--- config.mk ---
export PLATFORM = sky130hd
export DESIGN_NAME = humidity_sensor_frame_decoder_unit_flat
export DESIGN_NICKNAME = d
export VERILOG_FILES = /design/src/sv/hsfd_pkg.sv /design/src/sv/hsfd_if.sv /design/src/sv/humidity_sensor_frame_decoder_unit.sv /design/src/sv/hsfd_assembler.sv /design/src/sv/hsfd_convert.sv /design/src/flat_wrapper.sv
export SDC_FILE = /design/constraint.sdc
export NUM_CORES = 1
export LEC_CHECK = 0
export ABC_AREA = 1
export BUFFER_PORTS_ARGS = -buffer_cell sky130_fd_sc_hd__buf_4
export CAP_MARGIN = 15
export CORE_MARGIN = 8
export CORE_UTILIZATION = 46
export DETAILED_ROUTE_END_ITERATION = 8
export PLACE_DENSITY = 0.74
export SLEW_MARGIN = 20
export SYNTH_ARGS = -nofsm -noshare
export SYNTH_HDL_FRONTEND = slang
export SYNTH_SLANG_ARGS = --single-unit
--- constraint.sdc ---
create_clock -name clk -period 5.9 [get_ports clk]
set_input_delay 0.295 -clock clk [delete_from_list [all_inputs] [get_ports clk]]
set_output_delay 0.295 -clock clk [all_outputs]
set_load 0.005 [all_outputs]
--- src/sv/hsfd_pkg.sv ---
// Package of the humidity sensor frame decoder: item types, frame byte
// positions, CRC and conversion constants, and the byte-wide CRC-8 step.
// Depends on nothing; every other file of the block uses it.
package hsfd_pkg;

	typedef struct packed {
		logic [7:0] data_byte;
		logic       frame_start;
	} in_item_t;

	typedef struct packed {
		logic signed [11:0] temperature_tenths;
		logic        [9:0]  humidity_tenths;
		logic               temperature_crc_ok;
		logic               humidity_crc_ok;
	} out_item_t;

	// Raw words of one complete frame, as handed to the conversion stages.
	typedef struct packed {
		logic [15:0] temp_word;
		logic [15:0] hum_word;
		logic        temp_ok;
		logic        hum_ok;
	} raw_t;

	// Position of a byte within the frame.
	localparam logic [2:0] POS_T_MSB = 3'd0;
	localparam logic [2:0] POS_T_LSB = 3'd1;
	localparam logic [2:0] POS_T_CRC = 3'd2;
	localparam logic [2:0] POS_H_MSB = 3'd3;
	localparam logic [2:0] POS_H_LSB = 3'd4;
	localparam logic [2:0] POS_H_CRC = 3'd5;

	localparam logic [7:0] CRC_POLY = 8'h31;
	localparam logic [7:0] CRC_INIT = 8'hFF;

	// Conversion constants: T scale 1750, offset 450 * 65535, H scale 1000.
	localparam logic [10:0] TEMP_SCALE  = 11'd1750;
	localparam logic [9:0]  HUM_SCALE   = 10'd1000;
	localparam logic [26:0] TEMP_OFFSET = 27'd29490750;
	localparam logic signed [12:0] TEMP_BIAS = 13'sd450;

	// One byte through CRC-8, MSB first, no reflection.
	function automatic logic [7:0] crc8_byte(input logic [7:0] crc, input logic [7:0] b);
		logic [7:0] v;
		v = crc ^ b;
		for (int k = 0; k < 8; k++) begin
			if (v[7]) begin
				v = {v[6:0], 1'b0} ^ CRC_POLY;
			end else begin
				v = {v[6:0], 1'b0};
			end
		end
		return v;
	endfunction

endpackage

--- src/sv/hsfd_if.sv ---
// Valid/ready channel interfaces of the humidity sensor frame decoder.
// Depends on hsfd_pkg for the item types.
interface hsfd_in_if;
	logic                valid;
	logic                ready;
	hsfd_pkg::in_item_t  data;
	modport source (output valid, output data, input ready);
	modport sink   (input valid, input data, output ready);
endinterface

interface hsfd_out_if;
	logic                valid;
	logic                ready;
	hsfd_pkg::out_item_t data;
	modport source (output valid, output data, input ready);
	modport sink   (input valid, input data, output ready);
endinterface

--- src/sv/humidity_sensor_frame_decoder_unit.sv ---
// Top level of the humidity sensor frame decoder.
// Depends on hsfd_pkg, hsfd_if, hsfd_assembler and hsfd_convert.
//
// This block takes the six bytes of a sensor measurement frame, one item per
// clock cycle on rx while rx.ready is high: temperature MSB, LSB and CRC, then
// humidity MSB, LSB and CRC. Each word is checked with CRC-8 (polynomial 0x31,
// initial value 0xFF), and the sixth byte produces one item on result with both
// check flags, the temperature in tenths of a degree Celsius and the humidity
// in tenths of a percent, truncated toward zero. A byte carrying frame_start
// always begins a new frame; after the sixth byte the next frame may follow
// without it. A new byte can be taken in every cycle while rx.ready is high.
// The result passes through the frame register, the register of the constant
// multipliers, and the output register, which the division by 65535 feeds. The
// three registers form an elastic pipeline, so bytes keep flowing while a
// result waits to be taken, until the pipeline holds three results.
module humidity_sensor_frame_decoder_unit (
	input  logic       clk,
	input  logic       arst_n,
	hsfd_in_if.sink    rx,
	hsfd_out_if.source result
);

	hsfd_pkg::raw_t raw_s1;
	logic           raw_valid_s1;
	logic           raw_ready;

	hsfd_assembler u_assembler (
		.clk          (clk),
		.arst_n       (arst_n),
		.rx           (rx),
		.raw_s1       (raw_s1),
		.raw_valid_s1 (raw_valid_s1),
		.raw_ready    (raw_ready)
	);

	hsfd_convert u_convert (
		.clk          (clk),
		.arst_n       (arst_n),
		.raw_s1       (raw_s1),
		.raw_valid_s1 (raw_valid_s1),
		.raw_ready    (raw_ready),
		.result       (result)
	);

	// A consumer that takes results never stalls the byte stream.
	a_ready_through: assert property (@(posedge clk) disable iff (!arst_n)
		result.ready |-> rx.ready)
		else $error("byte input stalled while result output was ready");

	// Converted values stay within the sensor range.
	a_temp_range: assert property (@(posedge clk) disable iff (!arst_n)
		result.valid |-> (result.data.temperature_tenths >= -12'sd450 &&
			result.data.temperature_tenths <= 12'sd1300))
		else $error("temperature result out of range");

	a_hum_range: assert property (@(posedge clk) disable iff (!arst_n)
		result.valid |-> (result.data.humidity_tenths <= 10'd1000))
		else $error("humidity result out of range");

endmodule

--- src/sv/hsfd_assembler.sv ---
// Frame assembler: tracks the byte position, runs the CRC over each word and
// registers the raw words of a finished frame. Depends on hsfd_pkg, hsfd_if.
module hsfd_assembler (
	input  logic          clk,
	input  logic          arst_n,
	hsfd_in_if.sink       rx,
	output hsfd_pkg::raw_t raw_s1,
	output logic          raw_valid_s1,
	input  logic          raw_ready
);

	logic [2:0]  pos_q;
	logic [7:0]  crc_q;
	logic [15:0] temp_word_q;
	logic [7:0]  hum_hi_q;
	logic [7:0]  hum_lo_q;
	logic        temp_ok_q;

	logic        accept;
	logic [2:0]  pos_eff;
	logic [7:0]  crc_eff;
	logic [7:0]  crc_next;
	logic [7:0]  b;

	assign rx.ready = !raw_valid_s1 || raw_ready;
	assign accept   = rx.valid && rx.ready;
	assign b        = rx.data.data_byte;

	// A frame start drops any partial frame.
	assign pos_eff  = rx.data.frame_start ? hsfd_pkg::POS_T_MSB : pos_q;
	assign crc_eff  = rx.data.frame_start ? hsfd_pkg::CRC_INIT : crc_q;
	assign crc_next = hsfd_pkg::crc8_byte(crc_eff, b);

	always_ff @(posedge clk or negedge arst_n) begin
		if (!arst_n) begin
			pos_q        <= hsfd_pkg::POS_T_MSB;
			crc_q        <= hsfd_pkg::CRC_INIT;
			temp_word_q  <= '0;
			hum_hi_q     <= '0;
			hum_lo_q     <= '0;
			temp_ok_q    <= 1'b0;
			raw_valid_s1 <= 1'b0;
		end else begin
			// The frame register fills with the last byte and empties when taken.
			if (accept && pos_eff == hsfd_pkg::POS_H_CRC) begin
				raw_valid_s1 <= 1'b1;
			end else if (raw_ready) begin
				raw_valid_s1 <= 1'b0;
			end
			if (accept) begin
				case (pos_eff)
					hsfd_pkg::POS_T_MSB: begin
						crc_q             <= crc_next;
						temp_word_q[15:8] <= b;
						pos_q             <= hsfd_pkg::POS_T_LSB;
					end
					hsfd_pkg::POS_T_LSB: begin
						crc_q            <= crc_next;
						temp_word_q[7:0] <= b;
						pos_q            <= hsfd_pkg::POS_T_CRC;
					end
					hsfd_pkg::POS_T_CRC: begin
						temp_ok_q <= (crc_eff == b);
						crc_q     <= hsfd_pkg::CRC_INIT;
						pos_q     <= hsfd_pkg::POS_H_MSB;
					end
					hsfd_pkg::POS_H_MSB: begin
						crc_q    <= crc_next;
						hum_hi_q <= b;
						pos_q    <= hsfd_pkg::POS_H_LSB;
					end
					hsfd_pkg::POS_H_LSB: begin
						crc_q    <= crc_next;
						hum_lo_q <= b;
						pos_q    <= hsfd_pkg::POS_H_CRC;
					end
					hsfd_pkg::POS_H_CRC: begin
						crc_q        <= hsfd_pkg::CRC_INIT;
						pos_q        <= hsfd_pkg::POS_T_MSB;
					end
					default: begin
						crc_q <= hsfd_pkg::CRC_INIT;
						pos_q <= hsfd_pkg::POS_T_MSB;
					end
				endcase
			end
		end
	end

	// Payload of the frame register; loaded only with the last byte.
	always_ff @(posedge clk) begin
		if (accept && pos_eff == hsfd_pkg::POS_H_CRC) begin
			raw_s1.temp_word <= temp_word_q;
			raw_s1.hum_word  <= {hum_hi_q, hum_lo_q};
			raw_s1.temp_ok   <= temp_ok_q;
			raw_s1.hum_ok    <= (crc_eff == b);
		end
	end

endmodule

--- src/sv/hsfd_convert.sv ---
// Conversion pipeline: constant multiplies, then division by 65535 with
// truncation toward zero, into the result register. Depends on hsfd_pkg, hsfd_if.
module hsfd_convert (
	input  logic           clk,
	input  logic           arst_n,
	input  hsfd_pkg::raw_t raw_s1,
	input  logic           raw_valid_s1,
	output logic           raw_ready,
	hsfd_out_if.source     result
);

	logic [26:0] temp_prod_s2;
	logic [25:0] hum_prod_s2;
	logic        temp_ok_s2;
	logic        hum_ok_s2;
	logic        valid_s2;
	logic        valid_s3;

	logic        ready_s3;
	logic        ready_s2;

	logic [27:0] temp_sum;
	logic [10:0] temp_q;
	logic [26:0] temp_back;
	logic        temp_neg;
	logic        temp_ceil;
	logic signed [12:0] temp_val;
	logic [26:0] hum_sum;
	logic [9:0]  hum_q;

	assign ready_s3  = !valid_s3 || result.ready;
	assign ready_s2  = !valid_s2 || ready_s3;
	assign raw_ready = ready_s2;
	assign result.valid = valid_s3;

	// x / 65535 = (x + (x >> 16) + 1) >> 16 for quotients up to 65536.
	assign temp_sum  = {1'b0, temp_prod_s2} + 28'(temp_prod_s2[26:16]) + 28'd1;
	assign temp_q    = temp_sum[26:16];
	assign temp_back = {temp_q, 16'd0} - 27'(temp_q);
	// Below the offset the numerator is negative and truncation rounds up.
	assign temp_neg  = temp_prod_s2 < hsfd_pkg::TEMP_OFFSET;
	assign temp_ceil = temp_neg && (temp_back != temp_prod_s2);
	assign temp_val  = $signed({2'b00, temp_q}) + $signed({12'd0, temp_ceil})
		- hsfd_pkg::TEMP_BIAS;

	assign hum_sum = {1'b0, hum_prod_s2} + 27'(hum_prod_s2[25:16]) + 27'd1;
	assign hum_q   = hum_sum[25:16];

	always_ff @(posedge clk or negedge arst_n) begin
		if (!arst_n) begin
			valid_s2 <= 1'b0;
			valid_s3 <= 1'b0;
		end else begin
			if (ready_s2) begin
				valid_s2 <= raw_valid_s1;
			end
			if (ready_s3) begin
				valid_s3 <= valid_s2;
			end
		end
	end

	always_ff @(posedge clk) begin
		if (ready_s2 && raw_valid_s1) begin
			temp_prod_s2 <= 27'(raw_s1.temp_word) * hsfd_pkg::TEMP_SCALE;
			hum_prod_s2  <= 26'(raw_s1.hum_word) * hsfd_pkg::HUM_SCALE;
			temp_ok_s2   <= raw_s1.temp_ok;
			hum_ok_s2    <= raw_s1.hum_ok;
		end
		if (ready_s3 && valid_s2) begin
			result.data.temperature_tenths <= temp_val[11:0];
			result.data.humidity_tenths    <= hum_q;
			result.data.temperature_crc_ok <= temp_ok_s2;
			result.data.humidity_crc_ok    <= hum_ok_s2;
		end
	end

endmodule
--- src/flat_wrapper.sv ---
// flat-port wrapper written by rule: the top's interface ports become plain ports
module humidity_sensor_frame_decoder_unit_flat 
  (clk, arst_n, rx_valid, rx_data, rx_ready, result_valid, result_data, result_ready);
  hsfd_in_if rx_i ();
  hsfd_out_if result_i ();
  input  logic clk;
  input  logic arst_n;
  input wire logic [$bits(rx_i.valid)-1:0] rx_valid;
  input wire logic [$bits(rx_i.data)-1:0] rx_data;
  output wire logic [$bits(rx_i.ready)-1:0] rx_ready;
  output wire logic [$bits(result_i.valid)-1:0] result_valid;
  output wire logic [$bits(result_i.data)-1:0] result_data;
  input wire logic [$bits(result_i.ready)-1:0] result_ready;
  assign rx_i.valid = rx_valid;
  assign rx_i.data = rx_data;
  assign rx_ready = rx_i.ready;
  assign result_valid = result_i.valid;
  assign result_data = result_i.data;
  assign result_i.ready = result_ready;
  humidity_sensor_frame_decoder_unit u_core (.clk(clk), .arst_n(arst_n), .rx(rx_i), .result(result_i));
endmodule
==> run summary <==
For flop-to-flop paths, the worst setup slack is 0.86 ns. Startpoint of the lowest-slack hold path: result_ready. The cell at the root of the clock tree is clkbuf_16. The wire length of the first global-routing pass came out at 47400 microns. Overall global routing resource usage: 0.164. The switching portion of total power came out at 0.337. The final-report hold violation count was 0; the number of unique standard cell types used by synthesis was 49.

Critical path's slowest cell: fa_1. Among cell families on the critical path, the largest total delay comes from adder cells. In the layout the commonest cells are nand2_1 (243), inv_1 (234), ha_1 (159). The highest fanout seen on the critical path works out to 5. After floorplanning, the core was sized to cover 0.0288 sq mm. The transition time at the pin with the least slew margin came out at 0.862 ns. The number of I/O pins is 39. The logs give 0.165 ns for the worst hold slack and 0 for the number of max-capacitance violations reported. The cell that appears most often on the critical path is nand2_1. The minimum period implied by the final worst setup slack works out to 5.04 ns. The post-synthesis sequential area ratio is 0.332, and the diode insertion count for antenna repair is 0.

The tools report the largest voltage drop on the vdd net as 0.000215 V. The worst setup path is of the reg -> reg kind. The logs give 6 for the number of iterations in the first detailed-routing pass and 9804 for the via count of the first global-routing pass. Required time of the critical path: 6.07 ns.

For the full die area, the log shows 0.0350 sq mm. For the power share of the sequential group, the log shows 0.371. The average cell area after synthesis was 9.69 sq um; the net count after synthesis was 1675.

The final critical-path share of the clock period came out at 0.854. The worst hold path was traced through 4 stages. The run gives 2 as the maximum buffer depth of the clock tree. The flow ran to the end, and the final reports show no timing, DRC or antenna violations. The clock-pin slew on the worst setup and hold paths came out at 0.06 ns.

The detailed router finished its first iteration with 486 violations. At the later pin of the worst-skew pair, clock insertion delay measures 0.43 ns. The internal power of the cells totals 0.00273 W. Synthesis produced a netlist whose cell count is 1388. Setup violations remaining at the end of the flow were counted as 0. The logs give 22800 microns for the placed wire-length estimate after detailed placement and 0 for the remaining design rule violation count. Data arrives at the worst endpoint at 5.21 ns. The met3 global-route usage was 0.0337; the power density over the cells was 277 mW/mm^2. Maximum number of pins on one net before global-route repair: 52. The number of setup buffers added after CTS is 0. The post-CTS resize count was 0; the setup total negative slack was 0 ns.

The worst setup path is captured at a flip-flop. The run gives 17 as the clock buffer count from CTS. The critical path goes through ha_1 -> inv_1 -> fa_1 -> fa_1 -> fa_1 -> inv_1 -> fa_1 -> ha_1 -> nand2_1 -> o21ai_0 -> a21oi_1 -> o21ai_0 -> nand3_1 -> nand2_1 -> nand3_1 -> nand2_1 -> nand2_1 -> nand2_1 -> a41oi_1 -> xnor2_1. The total of buffers placed on input and output ports is 38. The met2 layer usage reported by global route is 0.273. The library cell used most frequently in the layout, excluding fill and tap cells, is nand2_1. Number of enable flip-flop cells after synthesis: 109. The placed instances occupy a cell area of 0.0142 sq mm. For this run, the slowest stage of the critical path takes 0.55 ns. Once routing completed, OpenROAD measured the worst setup slack at 0.864 ns. The detailed router placed 9367 vias in this run.

After the flow finishes, the layout carries non-filler instances totaling 1837. The run gives 0.212 as the met1 demand-to-capacity share in global routing. In this run, placement finished with an instance count of 1805. The tightest slew margin relative to the limit is 0.425, and the number of nets in the layout is 1728. The filler cells instantiated in the layout total 2537. TritonCTS built the clock tree. Setup repair after global routing left no endpoint under its margin.

The area growth from synthesis to layout is 10.4%. The tools report the largest clock skew in the final design as 0.00787 ns. The tightest min-delay check is of the in -> reg type. The combinational power share was 0.347; the post-detailed-route via-to-cell ratio was 5.10. The startpoint class of the critical path was a flip-flop. For this run, the number of Yosys warnings is 0. The run gives 1 as the number of buffers inserted for hold repair after clock tree synthesis. Measured along the y axis, the die boundary spans 187 microns. The worst register-to-register path begins at u_core.u_assembler.raw_s1[26].

Effective utilization at floorplan: 0.467. The tools report the setup slack at placement as 0.874 ns. The fraction of registers with async set or reset after synthesis is 0.301, and the number of pins exceeding their max-slew limit in the final report is 0.

The congestion estimate from routability-driven global placement came to 0.956. The tools report the hold path endpoint as u_core.u_convert.result.valid. After floorplanning, the core was divided into 62 placement rows. For the TritonCTS sink count, the log shows 156. The global routing stage identified its most utilized layer as met2.

The share of layout cells above drive strength 1 was 0.0888; the final instance area was 0.0149 sq mm. The most used flip-flop cell after synthesis is edfxtp_1. The number of antenna violations at the first check in global routing was 2; the buffers plus inverters on the worst setup path was 2. The horizontal die dimension was 187 microns; the post-synthesis register bit count was 156. Wires add up to 27800 microns. The analysis attributes to net switching a power of 0.00139 W. The count of cells along the worst register-to-register path works out to 20. The highest achievable clock rate was 199 MHz. The end of the worst register-to-register path is u_core.u_convert.temp_prod_s2[25]. Summed over all cells, the static leakage comes to 7.07 nW. The total overflow left after global routing is 0.

In this run the cell area of the synthesized design comes to 0.0135 sq mm. The average wire per cell in the routed design was 15.1 microns. The portion of total power attributed to the clock network was 0.282; the H-tree depth was 4. The count of nets left with antenna violations once routing finished came out at 0.
area by class of cell:
class | count | area [sq um] | area share
multi-input cells | 983 | 8070 | 0.543
repair buffers | 42 | 318 | 0.0214
well taps | 384 | 480 | 0.0323
inverters | 241 | 906 | 0.0610
clock inverters | 13 | 190 | 0.0128
flip-flops and latches | 156 | 4460 | 0.300
clock buffers | 18 | 429 | 0.0289
how the worst max path moves through the flow:
stage,from,to,cells after the start
floorplan,u_core.u_assembler.raw_s1[22],u_core.u_convert.temp_prod_s2[22],17
global placement,u_core.u_assembler.raw_s1[22],u_core.u_convert.temp_prod_s2[22],17
detailed placement,u_core.u_assembler.raw_s1[26],u_core.u_convert.temp_prod_s2[25],20
CTS,u_core.u_assembler.raw_s1[26],u_core.u_convert.temp_prod_s2[25],20
global route,u_core.u_assembler.raw_s1[26],u_core.u_convert.temp_prod_s2[25],20
finish,u_core.u_assembler.raw_s1[26],u_core.u_convert.temp_prod_s2[25],20
synth_stat cells (3+ instances only):
master	n	area (sq um)
nor3_1	8	40.0
o21ai_0	51	255
xor2_1	65	569
nand2_4	5	56.3
a21oi_1	64	320
o22ai_1	5	31.3
ha_1	159	1990
inv_1	235	882
nand2_1	243	912
nor2_4	6	67.6
nand4_1	16	100
nand3_1	65	325
fa_1	115	2300
dfstp_2	8	210
inv_2	5	18.8
a31oi_1	7	43.8
nor2_2	5	31.3
dfrtp_1	39	976
nand3_2	5	50.1
nor4_1	3	18.8
o211ai_1	4	30.0
nand2_2	13	81.3
edfxtp_1	109	3270
nand3b_1	5	37.5
nor2_1	87	327
xnor2_1	24	210
a21o_1	3	22.5
clkbuf_1	5	18.8
metrics by stage:
| stage | utilization | power (W) |
|---|---|---|
| 2_1_floorplan | - | 0.00263 |
| 3_3_place_gp | 0.494 | 0.00290 |
| 3_5_place_dp | 0.494 | 0.00296 |
| 4_1_cts | 0.516 | 0.00413 |
| 5_1_grt | 0.516 | 0.00440 |
| 6_report | 0.516 | 0.00412 |
metal layers:
| layer | up-vias | part of all wire |
|---|---|---|
| li1 | 4637 | - |
| met1 | 4462 | 0.45 |
| met2 | 214 | 0.48 |
| met3 | 52 | 0.048 |
| met4 | 2 | 0.025 |
| met5 | - | 0.00047 |
registers in the layout (all words and copies together) (netlist names):
register                         count
u_core.u_convert.temp_prod_s2       26
u_core.u_convert.hum_ok_s2           1
u_core.u_assembler.raw_valid_s1      1
u_core.u_assembler.temp_ok_q         1
u_core.u_assembler.hum_lo_q          8
u_core.u_assembler.hum_hi_q          8
u_core.u_convert.result.data        24
u_core.u_convert.hum_prod_s2        23
u_core.u_assembler.raw_s1           34
u_core.u_assembler.temp_word_q      16
u_core.u_assembler.pos_q             3
u_core.u_convert.result.valid        1
u_core.u_convert.temp_ok_s2          1
u_core.u_convert.valid_s2            1
u_core.u_assembler.crc_q             8
tightest hold or removal path, cell delays in order:
cell     delay, ns
buf_4         0.08
inv_1         0.04
nand2_1       0.07
nand2_1       0.05
power groups by stage:
stage,registers (W),logic [W],clock network (W)
after floorplan,0.00151,0.00112,0
after global routing,0.00154,0.00164,0.00122
after detailed placement,0.00155,0.00141,0
final,0.00153,0.00143,0.00116
after CTS,0.00153,0.00143,0.00117
after global placement,0.00154,0.00136,0
cells by family (layout without fill, tap and decap cells):
| logic type | Yosys count | in the layout | share of synthesized area |
|---|---|---|---|
| muxes | 1 | 1 | 0.000837 |
| adders and majority gates | 274 | 274 | 0.319 |
| and+or+nand+nor | 471 | 471 | 0.159 |
| AOI/OAI and AO/OA | 147 | 147 | 0.0600 |
| buffers and inverters | 249 | 314 | 0.0699 |
| DFF | 156 | 156 | 0.332 |
| xor gates and xnor gates | 90 | 90 | 0.0596 |
No activity file was read; power rests on OpenSTA's default activity.
